`src/rtl/core/sabp_pkg.sv`:
```
// shared types and constants of the scaled alpha blit pixel core
`default_nettype none
package sabp_pkg;

  // configuration register indexes
  typedef enum logic [2:0] {
    RegSourceWidth  = 3'd0,
    RegSourceHeight = 3'd1,
    RegTargetLeft   = 3'd2,
    RegTargetTop    = 3'd3,
    RegTargetWidth  = 3'd4,
    RegTargetHeight = 3'd5,
    RegLayerOpacity = 3'd6,
    RegOpaqueMode   = 3'd7
  } cfg_reg_e;

  // operation codes
  typedef enum logic {
    OpMap   = 1'b0,
    OpBlend = 1'b1
  } op_e;

  localparam int unsigned DivBits    = 12;
  localparam int unsigned NumStages  = 16;
  localparam int unsigned FrontDepth = 4;
  localparam int unsigned OutDepth   = 32;

  typedef struct packed {
    logic [11:0]        source_width;
    logic [11:0]        source_height;
    logic signed [12:0] target_left;
    logic signed [12:0] target_top;
    logic [11:0]        target_width;
    logic [11:0]        target_height;
    logic [7:0]         layer_opacity;
    logic               opaque_mode;
  } cfg_t;

  // classified word between front and back
  typedef struct packed {
    op_e         op;
    logic        in_rect;
    logic [11:0] ox;
    logic [11:0] oy;
    logic [31:0] srgba;
    logic [23:0] drgb;
  } item_t;

  // one pipeline stage of the back part
  typedef struct packed {
    op_e         op;
    logic        in_rect;
    logic [23:0] rx;
    logic [23:0] ry;
    logic [11:0] qx;
    logic [11:0] qy;
    logic [31:0] srgba;
    logic [23:0] drgb;
    logic [15:0] av;
    logic [7:0]  a;
    logic [7:0]  cr;
    logic [7:0]  cg;
    logic [7:0]  cb;
    logic        we;
    logic [23:0] rgb;
    logic [23:0] prod;
    logic [25:0] off;
  } stage_t;

  typedef struct packed {
    logic        inside_res;
    logic [11:0] src_col;
    logic [11:0] src_row;
    logic [25:0] src_byte_offset;
    logic        write_enable;
    logic [23:0] result_rgb;
  } result_t;

endpackage
`default_nettype wire

```
`src/rtl/core/sabp_front.sv`:
```
// front part: clips map items and queues classified words for the back part
`default_nettype none
module sabp_front #(
  parameter int unsigned SCREEN_WIDTH  = 640,
  parameter int unsigned SCREEN_HEIGHT = 288
) (
  input  wire logic           clk_i,
  input  wire logic           rst_ni,
  input  wire sabp_pkg::cfg_t cfg_i,
  input  wire logic           push_i,
  output logic                full_o,
  input  wire logic           op_i,
  input  wire logic [11:0]    dest_col_i,
  input  wire logic [11:0]    dest_row_i,
  input  wire logic [31:0]    source_rgba_i,
  input  wire logic [23:0]    dest_rgb_i,
  output logic                item_valid_o,
  output sabp_pkg::item_t     item_o,
  input  wire logic           item_pop_i
);

  localparam int unsigned PtrW = $clog2(sabp_pkg::FrontDepth);
  localparam int unsigned CntW = $clog2(sabp_pkg::FrontDepth + 1);
  localparam logic signed [14:0] ScrW = 15'(SCREEN_WIDTH);
  localparam logic signed [14:0] ScrH = 15'(SCREEN_HEIGHT);

  logic signed [14:0] x, y, dx, dy, x0, y0, xe, ye, x1, y1, ox, oy;
  logic               sizes_ok, in_rect;
  sabp_pkg::item_t    word;
  sabp_pkg::item_t    q_mem [sabp_pkg::FrontDepth];
  logic [PtrW-1:0]    wptr_q, rptr_q;
  logic [CntW-1:0]    cnt_q;
  logic               wr, rd;

  // clip against target rectangle and screen
  always_comb begin
    x  = $signed({3'b000, dest_col_i});
    y  = $signed({3'b000, dest_row_i});
    dx = {{2{cfg_i.target_left[12]}}, cfg_i.target_left};
    dy = {{2{cfg_i.target_top[12]}}, cfg_i.target_top};
    x0 = (dx < 15'sd0) ? 15'sd0 : dx;
    y0 = (dy < 15'sd0) ? 15'sd0 : dy;
    xe = dx + $signed({3'b000, cfg_i.target_width});
    ye = dy + $signed({3'b000, cfg_i.target_height});
    x1 = (xe < ScrW) ? xe : ScrW;
    y1 = (ye < ScrH) ? ye : ScrH;
    ox = x - dx;
    oy = y - dy;
    sizes_ok = (cfg_i.source_width != '0) && (cfg_i.source_height != '0) &&
               (cfg_i.target_width != '0) && (cfg_i.target_height != '0);
    in_rect = sizes_ok && (x >= x0) && (x < x1) && (y >= y0) && (y < y1);
    word.op      = sabp_pkg::op_e'(op_i);
    word.in_rect = in_rect;
    word.ox      = ox[11:0];
    word.oy      = oy[11:0];
    word.srgba   = source_rgba_i;
    word.drgb    = dest_rgb_i;
  end

  // classified word queue
  assign full_o       = (cnt_q == CntW'(sabp_pkg::FrontDepth));
  assign wr           = push_i && !full_o;
  assign item_valid_o = (cnt_q != '0);
  assign rd           = item_pop_i && item_valid_o;
  assign item_o       = q_mem[rptr_q];

  always_ff @(posedge clk_i) begin
    if (wr) begin
      q_mem[wptr_q] <= word;
    end
  end

  always_ff @(posedge clk_i or negedge rst_ni) begin
    if (!rst_ni) begin
      wptr_q <= '0;
      rptr_q <= '0;
      cnt_q  <= '0;
    end else begin
      if (wr) wptr_q <= wptr_q + 1'b1;
      if (rd) rptr_q <= rptr_q + 1'b1;
      cnt_q <= cnt_q + CntW'(wr) - CntW'(rd);
    end
  end

  // queue sanity
  a_no_pop_empty: assert property (@(posedge clk_i) disable iff (!rst_ni)
    item_pop_i |-> item_valid_o) else $error("front queue popped while empty");
  a_cnt_range: assert property (@(posedge clk_i) disable iff (!rst_ni)
    cnt_q <= CntW'(sabp_pkg::FrontDepth)) else $error("front queue overflow");

endmodule
`default_nettype wire

```
`config.mk`:
```
export PLATFORM = sky130hd
export DESIGN_NAME = sabp_front
export DESIGN_NICKNAME = d
export VERILOG_FILES = /design/src/rtl/core/sabp_pkg.sv /design/src/rtl/core/sabp_front.sv
export SDC_FILE = /design/constraint.sdc
export NUM_CORES = 1
export LEC_CHECK = 0
export BUFFER_PORTS_ARGS = -buffer_cell sky130_fd_sc_hd__clkbuf_2
export CAP_MARGIN = 20
export CORE_ASPECT_RATIO = 0.75
export CORE_UTILIZATION = 55
export DETAILED_ROUTE_END_ITERATION = 6
export PLACE_DENSITY = 0.78
export SLEW_MARGIN = 10
export SYNTH_ARGS = -nofsm -noshare
export SYNTH_HDL_FRONTEND = slang
export SYNTH_SLANG_ARGS = --single-unit
```
`constraint.sdc`:
```
create_clock -name clk_i -period 5.3 [get_ports clk_i]
set_clock_uncertainty 0.05 [all_clocks]
set_input_delay 0.53 -clock clk_i [delete_from_list [all_inputs] [get_ports clk_i]]
set_output_delay 0.53 -clock clk_i [all_outputs]
set_load 0.005 [all_outputs]
```
* Word level (Yosys, flattened, before mapping)
Memories as Yosys holds them, arrays and structs flattened.
Index checks and enable logic that the tools add are counted.
** Storage, ports and cells
- Bits in registers :: 7
- Latch bits :: 0
- RAM bits :: 328
- ROM bits :: 0
- Input port bits :: 168
- Output and inout port bits :: 84
- Word-level logic and storage cells :: 42
- Memories :: 1
** Operators by class
- $add $sub $neg :: 8
- Multiply operators :: 0
- Divide/modulo/power cells :: 0
- Order comparisons :: 8
- Eq/ne operators :: 1
- Shift-type cells :: 0
- Mux-type cells :: 6
- Bitwise gates (word level) :: 0
- Reductions and logical operators :: 15
** Memory list
- q_mem :: words 4, width 82, rd ports 1, clocked after memory_dff 0, write ports 1, line sabp_front.sv:30 : sabp_pkg::item_t q_mem [sabp_pkg::FrontDepth];
** Operators by type and width (count)
- $mux 15 :: 4
- $reduce_bool 12->1 :: 4
- $ge 13x15->1 :: 2
- $lt 13x15->1 :: 2
- $add 13x13->14 :: 2
- $lt 13x1->1 const B :: 2
- $sub 12x12->12 :: 2
- $lt 14x10->1 const B :: 1
- $lt 14x11->1 const B :: 1
- $logic_and 1x1->1 :: 9
- $add 2x1->2 const B :: 2
- $add 3x1->3 :: 1
- $eq 3x3->1 const B :: 1
- $reduce_bool 3->1 :: 1
- $sub 3x1->3 :: 1
- $mux 1 :: 2
- $logic_not 1->1 :: 1

* Depth between registers and ports, before layout
Gate-level depths: netlist of the first run.
- Depth in word-level cells :: 8
- Mapped depth :: 18
- Gate-level depth less buffers :: 17

* Least setup slack after synthesis of the first run
No wires, ideal clock.
- Path type :: input to register
- From :: input cfg_i[21] in the netlist's numbering
- To :: memory q_mem[0][80] in the netlist's numbering (data pin)
- Library setup time :: 195 ps
- Data arrival time :: 4480 ps
- Required time :: 5055 ps
- Setup slack :: 576 ps
- Stages on the path :: 18
- Buffers on the path :: 1
- Cell sequence :: ha_1 > fa_1 > a211oi_2 > o21bai_2 > a2111oi_4 > nor3_1 > nor3_2 > o2111ai_1 > ha_1 > clkbuf_1 > or3b_2 > ha_1 > a21oi_1 > nor2_1 > a211o_1 > a21oi_1 > o21ai_0 > a221oi_2
** On the way
- Longest elaborated chain between the ends :: 7
- Elaborated cells between the ends (all ways) :: 11
- Classes of those cells :: 1 x add/sub; 2 x order compare; 1 x mux; 7 x reduce/logical
** Ends and longest elaborated chain
- start: declaration :: line sabp_front.sv:9 : input wire sabp_pkg::cfg_t cfg_i,
- $add 13x13->14 / $reduce_bool 12->1 (equally long branches) :: line sabp_front.sv:43, sabp_front.sv:50
- $lt 14x11->1 / $logic_and 1x1->1 (equally long branches) :: line sabp_front.sv:45, sabp_front.sv:49
- $mux 15 / $logic_and 1x1->1 (equally long branches) :: line sabp_front.sv:45, sabp_front.sv:50
- $lt 13x15->1 / $logic_and 1x1->1 (equally long branches) :: line sabp_front.sv:51 : in_rect = sizes_ok && (x >= x0) && (x < x1) && (y >= y0) && (y < y1);
- $logic_and 1x1->1 * (3 in a row) :: line sabp_front.sv:51
- net in_rect :: line sabp_front.sv:28 : logic sizes_ok, in_rect;
- end: declaration :: line sabp_front.sv:30
Mark *: on every way through the listed nets, which the timed path passes. The rest lies on a longest branch.

* Worst setup path after layout of the first run
- From :: input cfg_i[21] in the netlist's numbering
- To :: memory q_mem[2][80] in the netlist's numbering (data pin)
The elaborated chain is that of the path after synthesis.

==> results of run 1 <==
[report_power, final]
part           total, mW  internal (mW)  leakage, nW  switching (mW)
sequential          3.83           3.55         3.09           0.283
combinational       2.54           1.25         3.37            1.29
clock               2.33           1.36        0.535           0.968
total               8.70           6.17         6.99            2.54
[stage by stage]
step | cells | hold WS (ns)
finish | 1626 | 0.180
CTS | 1626 | 0.160
global placement | 1566 | 0.325
detailed placement | 1566 | 0.327
floorplan | 955 | 0.184
global route | 1626 | 0.172
[kinds of logic (layout without fill, tap and decap cells)]
kind of cell	Yosys count	in the layout	share of synthesized area, %
xor gates and xnor gates	34	34	1.87
DFF	335	335	63.1
muxes	84	84	11.8
adders and majority gates	105	105	8.51
and+or+nand+nor	185	185	6.36
buffers and inverters	65	351	1.59
AOI/OAI and AO/OA	147	147	6.81
[worst paths after layout]
check                          endpoint              start  cells after the start
max in group asynchronous     rptr_q[1]             rst_ni                      2
min reg2reg                    cnt_q[2]           cnt_q[2]                      1
max reg2reg                q_mem[2][61]           cnt_q[2]                      4
min in group asynchronous      cnt_q[2]             rst_ni                      2
min                        q_mem[0][43]  source_rgba_i[19]                      1
max                        q_mem[2][80]          cfg_i[21]                     18
[worst max-delay path, stage by stage]
cell       delay [ns]
clkbuf_2         0.11
ha_1             0.25
fa_1             0.43
a211oi_2         0.29
o21bai_2         0.15
a2111oi_4        0.47
nor3_1           0.12
nor3_2           0.22
o2111ai_1        0.13
ha_1             0.36
or3b_2           0.49
ha_1             0.19
a21oi_1          0.12
nor2_1           0.05
a211o_1          0.26
a21oi_1          0.15
o21ai_0          0.14
a221oi_2         0.39
[flip-flops by register name, summed over array words and instances, names as in the netlist]
| register | flops |
|---|---|
| wptr_q | 2 |
| rptr_q | 2 |
| q_mem | 328 |
| cnt_q | 3 |
[cell usage in the layout, fill, tap and decap left out, types with 6 or more instances in the layout]
cell type / synthesis / final
edfxtp_1: 328 / 328
clkbuf_2: 0 / 242
ha_1: 100 / 100
mux4_2: 82 / 82
inv_1: 42 / 42
nand2b_1: 36 / 36
clkbuf_16: 0 / 35
nor2_1: 34 / 34
a21oi_1: 32 / 32
xnor2_1: 24 / 24
o21ai_0: 23 / 23
nand2_1: 18 / 18
nand3_1: 17 / 17
nor4_1: 15 / 15
a21o_1: 14 / 14
nor3_1: 13 / 13
nor2b_1: 13 / 13
xor2_1: 10 / 10
a211oi_1: 9 / 9
or3_1: 9 / 9
o21a_1: 9 / 9
o211ai_1: 8 / 8
clkinv_2: 0 / 7
buf_4: 0 / 6
[timing repair]
item,4_1_cts,5_1_grt
endpoints found under the hold margin,7,0
buffers inserted,0,0
hold buffers,1,0
[per-layer routing]
layer / track usage, % / up-vias / share of wire (%)
li1: - / 4363 / -
met1: 31.0 / 4614 / 42
met2: 39.1 / 378 / 49
met3: 3.66 / 47 / 6.7
met4: 5.12 / 2 / 1.8
met5: 0 / - / 0.039
[cell type report]
type	instances	share of cell area, %
Timing Repair Buffer	250	6.89
Clock inverter	20	1.08
Tap cell	385	2.58
Clock buffer	39	4.77
Sequential cell	335	53.7
Inverter	42	0.845
Multi-Input combinational cell	555	30.1
==> implementation parameters, run 1 <==
Parameter                              Value

Place
  Placement Cell Area ... 0.0176 mm^2
  HPWL after DPL ... 22300 um
  RD Place Congestion ... 0.897
  Input/output buffers ... 242
  Pre-CTS setup slack ... 0.169 ns

Global routing
  Pin count of the biggest net entering global routing ... 64
  Total overflow reported by the global router ... 0
  Via count of the first global-routing pass ... 9449
  First-pass GRT wire length ... 51400 um
  Total routing usage reported by global routing ... 22.9%
  Antenna violations before repair ... 1

CTS
  TritonCTS Buffers ... 34
  Root Driver ... clkbuf_16
  Clk_lat worst skew ... 0.51 ns
  Number of cells upsized or downsized after cts ... 0
  Clock sink total ... 335
  Clock slew at reported path FFs ... 0.06 ns
  CTS tree ... done
  Max Buffers Root-to-Sink ... 3
  Max H-tree Level ... 2

Pwr
  Pwr per Cell Area ... 466 mW/mm^2
  Pleak ... 6.99 nW
  Worst vdd ir ... 0.337 mV
  Total power of the final layout ... 8.70 mW

Die
  Core region area ... 0.0282 mm^2
  Cell row count ... 53
  Y dimension of the die ... 149 um
  Floorplan die area ... 0.0296 mm^2
  Initial standard-cell utilization of the core ... 56.4%
  Count of pins on the block boundary ... 252
  Die Width ... 198 um

Outcome
  Outcome ... finished clean

Drt
  Average vias per placed instance ... 5.78
  Mean routed wirelength per cell ... 20.6 um
  Pre-Repair DR Iteration Count ... 5
  Final routed wirelength across all metal layers ... 33400 um
  DRC violation count after routing ... 0
  Via Count ... 9404
  Antenna-violating nets left ... 0
  1st-iter DRT viols ... 529

Timing
  Fmax ... 216 MHz
  Fin. max-slew vios ... 0
  Max-Slew Margin vs Limit ... 35.9%
  Total setup violations reported at the end of the flow ... 0
  Part of the cycle the worst path needs ... 87.3%
  Number of hold-slack violations in the final timing report ... 0
  Slew @ Worst Pin ... 0.961 ns
  Setup TNS Final ... 0 ns
  Final worst slack ... 0.673 ns
  Final Critical Period ... 4.63 ns
  Unrepaired setup endpoints after global routing ... no

Setup path
  Kind of start point of the critical path ... primary input
  R2R setup slack ... 2.50 ns
  Kind of capture point of the worst setup path ... register
  Required time at the endpoint of the critical path ... 5.55 ns
  Biggest fanout along the worst timing path ... 6
  Startpoint-to-endpoint class of the critical path ... primary input to register
  Critical path arrival ... 4.87 ns

Final layout
  Final net count ... 1491
  Layout filler cell count ... 1951
  Fraction of final layout cells sized beyond drive strength 1 ... 33.0%
  Final Core Density ... 66.2%
  Sequential cell area ... 0.0100 mm^2
  Signed area change from the synthesized netlist to the final layout ... 17.5%
  Area of the multi-input gates ... 0.00562 mm^2
  Ant. Diodes ... 0
  Total non-filler cell area in the finished layout ... 0.0187 mm^2

Logic synthesis
  Yosys synthesis warning count ... 0
  Fraction of post-synthesis cell area in the top cell type by area ... 62.0%
  Register bit count reported by yosys ... 335
  Avg Cell Area, Syn ... 16.6 um^2
  Gate Count Post-Synth ... 955
  Post-synth cell types ... 65
  Synthesized netlist net count ... 1228
  Count of flip-flops with a built-in enable after synthesis ... 328
  Synthesized area ... 0.0159 mm^2
  Post-synthesis async set-or-reset flop share ... 2.09%
  Most numerous cell in the Yosys netlist ... edfxtp_1
  Post-synthesis sequential area ratio ... 63.1%
  Cell types with the largest area share after synthesis ... edfxtp_1 (62%), mux4_2 (12%), ha_1 (7.9%), nand2b_1 (1.4%), xnor2_1 (1.3%)
  Most common library cells after synthesis ... edfxtp_1 (328), ha_1 (100), mux4_2 (82)
  Post-synthesis cell type with the largest combined area ... edfxtp_1
  Ys flop type ... edfxtp_1

Min path
  Hold/Removal Path Class ... primary input to register

Run
  Max-cap violations ... 0
Note: power is estimated with default switching activity, not from simulation.
==> inputs of run 2 (changes only) <==
Settings changed: BUFFER_PORTS_ARGS -buffer_cell sky130_fd_sc_hd__clkbuf_2 to -buffer_cell sky130_fd_sc_hd__buf_2, GPL_ROUTABILITY_DRIVEN set to 0.
==> run 2 against run 1 <==
- hold slack about the same
- via count down 0.60%
- utilization about the same
- largest power group unchanged
- highest routed layer unchanged
==> implementation parameters, run 2 (synthesis results as in run 1) <==
Parameter                              Value

Timing
  Smallest hold slack ... 0.180 ns (+0.000335 ns)
  Max-Slew Margin vs Limit ... 30.5% (-5.5 points)
  Final worst slack ... 0.666 ns (-0.00666 ns)
  Setup TNS Final ... 0 ns (unchanged)
  Unrepaired setup endpoints after global routing ... no
  Part of the cycle the worst path needs ... 87.4% (+0.13 points)
  Fmax ... 216 MHz (-0.14%)
  Slew @ Worst Pin ... 1.04 ns (+0.0819 ns)
  Total setup violations reported at the end of the flow ... 0 (unchanged)
  Number of hold-slack violations in the final timing report ... 0 (unchanged)
  Final Critical Period ... 4.63 ns (+0.00666 ns)
  Fin. max-slew vios ... 0 (unchanged)

Global routing
  Met3 layer usage reported by global route ... 4.59% (+0.93 points)
  Most Used Layer, Global Route ... met2
  Met2 Resource Use GR ... 38.9% (-0.23 points)
  Antenna violations before repair ... 4 (+3)
  Global-route track usage on met1 ... 30.0% (-0.97 points)
  Via count of the first global-routing pass ... 9545 (+1.0%)
  Total overflow reported by the global router ... 0 (unchanged)
  First-pass GRT wire length ... 51000 um (-0.87%)
  Pin count of the biggest net entering global routing ... 67 (+4.7%)
  Total routing usage reported by global routing ... 22.7% (-0.18 points)

Die
  Count of pins on the block boundary ... 252 (unchanged)
  Initial standard-cell utilization of the core ... 56.4% (unchanged)
  Core region area ... 0.0282 mm^2 (unchanged)
  Y dimension of the die ... 149 um (unchanged)
  Floorplan die area ... 0.0296 mm^2 (unchanged)
  Cell row count ... 53 (unchanged)
  Die Width ... 198 um (unchanged)

CTS
  CTS tree ... done
  Max H-tree Level ... 2 (unchanged)
  Post CTS Setup Buffer Count ... 0 (unchanged)
  Root Driver ... clkbuf_16
  Clock slew at reported path FFs ... 0.06 ns (about the same)
  Clock sink total ... 335 (unchanged)
  TritonCTS Buffers ... 34 (unchanged)
  Max Buffers Root-to-Sink ... 3 (unchanged)
  Clk_lat worst skew ... 0.50 ns (about the same)
  Number of cells upsized or downsized after cts ... 0 (unchanged)

Final layout
  Area of the multi-input gates ... 0.00562 mm^2 (unchanged)
  Sequential cell area ... 0.0100 mm^2 (unchanged)
  Signed area change from the synthesized netlist to the final layout ... 17.5% (about the same)
  Max FFs per register ... 328 (unchanged)
  Fraction of final layout cells sized beyond drive strength 1 ... 32.6% (-0.43 points)
  Highest-count cells in the layout ignoring fill and taps ... edfxtp_1 (328), buf_2 (242), ha_1 (100)
  Layout filler cell count ... 1958 (+0.36%)
  Regs by FF count ... q_mem: 328 flops, cnt_q: 3 flops
  Most common library cell in the layout ignoring fill and taps ... edfxtp_1
  Final Core Density ... 66.2% (about the same)
  Largest register by flop count ... q_mem
  Final net count ... 1492 (+0.067%)

Pwr
  Worst vdd ir ... 0.264 mV (-21%)
  Pleak ... 6.93 nW (-0.89%)
  Pwr per Cell Area ... 463 mW/mm^2 (-0.67%)

Drt
  1st-iter DRT viols ... 520 (-1.7%)
  Pre-Repair DR Iteration Count ... 5 (unchanged)
  DRC violation count after routing ... 0 (unchanged)
  Final routed wirelength across all metal layers ... 33300 um (-0.29%)
  Average vias per placed instance ... 5.72 (-1.0%)
  Antenna-violating nets left ... 0 (unchanged)
  Mean routed wirelength per cell ... 20.4 um (-0.72%)
  Via Count ... 9348 (-0.60%)

Outcome
  Outcome ... finished clean

Setup path
  Required time at the endpoint of the critical path ... 5.54 ns (about the same)
  FF-to-FF Start ... cnt_q[2]
  Biggest fanout along the worst timing path ... 6 (unchanged)
  Kind of start point of the critical path ... primary input
  Reg2Reg Depth ... 4 (unchanged)
  Critical path arrival ... 4.87 ns (about the same)
  Kind of capture point of the worst setup path ... register
  Crit Reg-Reg Endpoint ... q_mem[1][8]
  R2R setup slack ... 2.55 ns (+0.05 ns)
  Startpoint-to-endpoint class of the critical path ... primary input to register

Min path
  Hold/Removal Path Class ... primary input to register
  Startpoint of the tightest hold check path ... source_rgba_i[21]
  Cell depth of the worst min-delay path ... 1 (unchanged)
  Hold-critical path endpoint ... q_mem[1][45]

Place
  Input/output buffers ... 242 (unchanged)
  HPWL after DPL ... 23000 um (+2.8%)
  Pre-CTS setup slack ... 0.136 ns (-0.0330 ns)

Run
  Max-cap violations ... 0 (unchanged)
## run 2: layer usage
layer	part of all wire [%]	vias to the layer above
li1	-	4375
met1	42	4602
met3	6.9	38
met2	50	331
met4	1.3	2
met5	0.048	-
## run 2: final cells by class
| class | instances | area share [%] |
|---|---|---|
| inverters | 42 | 0.845 |
| diodes | 3 | 0.0402 |
| multi-input cells | 555 | 30.1 |
| well taps | 385 | 2.58 |
| clock buffers | 42 | 4.77 |
| repair buffers | 251 | 7.04 |
| flip-flops and latches | 335 | 53.7 |
| clock inverters | 20 | 0.878 |
## run 2: critical path: stages
cell and delay, ns:
buf_2 0.12, ha_1 0.24, fa_1 0.44, a211oi_2 0.30, o21bai_2 0.15, a2111oi_4 0.46
nor3_1 0.13, nor3_2 0.22, o2111ai_1 0.13, ha_1 0.37, or3b_2 0.51, ha_1 0.20
a21oi_1 0.12, nor2_1 0.05, a211o_1 0.26, a21oi_1 0.14, o21ai_0 0.13, a221oi_2 0.38
## run 2: worst max-delay path by stage
stage | endpoint | depth (start not counted) | slack, ns | from
after global routing | q_mem[1][80] | 18 | 0.32 | cfg_i[21]
final | q_mem[1][80] | 18 | 0.67 | cfg_i[21]
after global placement | q_mem[0][80] | 18 | 0.22 | cfg_i[21]
after floorplan | q_mem[0][80] | 18 | 0.58 | cfg_i[21]
after detailed placement | q_mem[1][80] | 18 | 0.14 | cfg_i[21]
after CTS | q_mem[1][80] | 18 | 0.65 | cfg_i[21]
## run 2: what timing repair did
action | CTS | global route
endpoints found under the hold margin | 7 | 0
endpoints found under the setup margin | 0 | 0
hold buffers | 1 | 0
## run 2: stage by stage
step | power (mW) | cell area (um^2) | instances
3_3_place_gp | 6.36 | 17600 | 1566
6_report | 8.65 | 18700 | 1633
4_1_cts | 8.72 | 18600 | 1629
3_5_place_dp | 6.47 | 17600 | 1566
5_1_grt | 9.07 | 18700 | 1631
2_1_floorplan | 5.43 | 15900 | 955
## run 2: power breakdown
group | leakage (nW) | internal (mW) | switching, mW
logic | 3.33 | 1.28 | 1.30
registers | 3.09 | 3.55 | 0.273
clock network | 0.513 | 1.30 | 0.948
total | 6.93 | 6.13 | 2.52
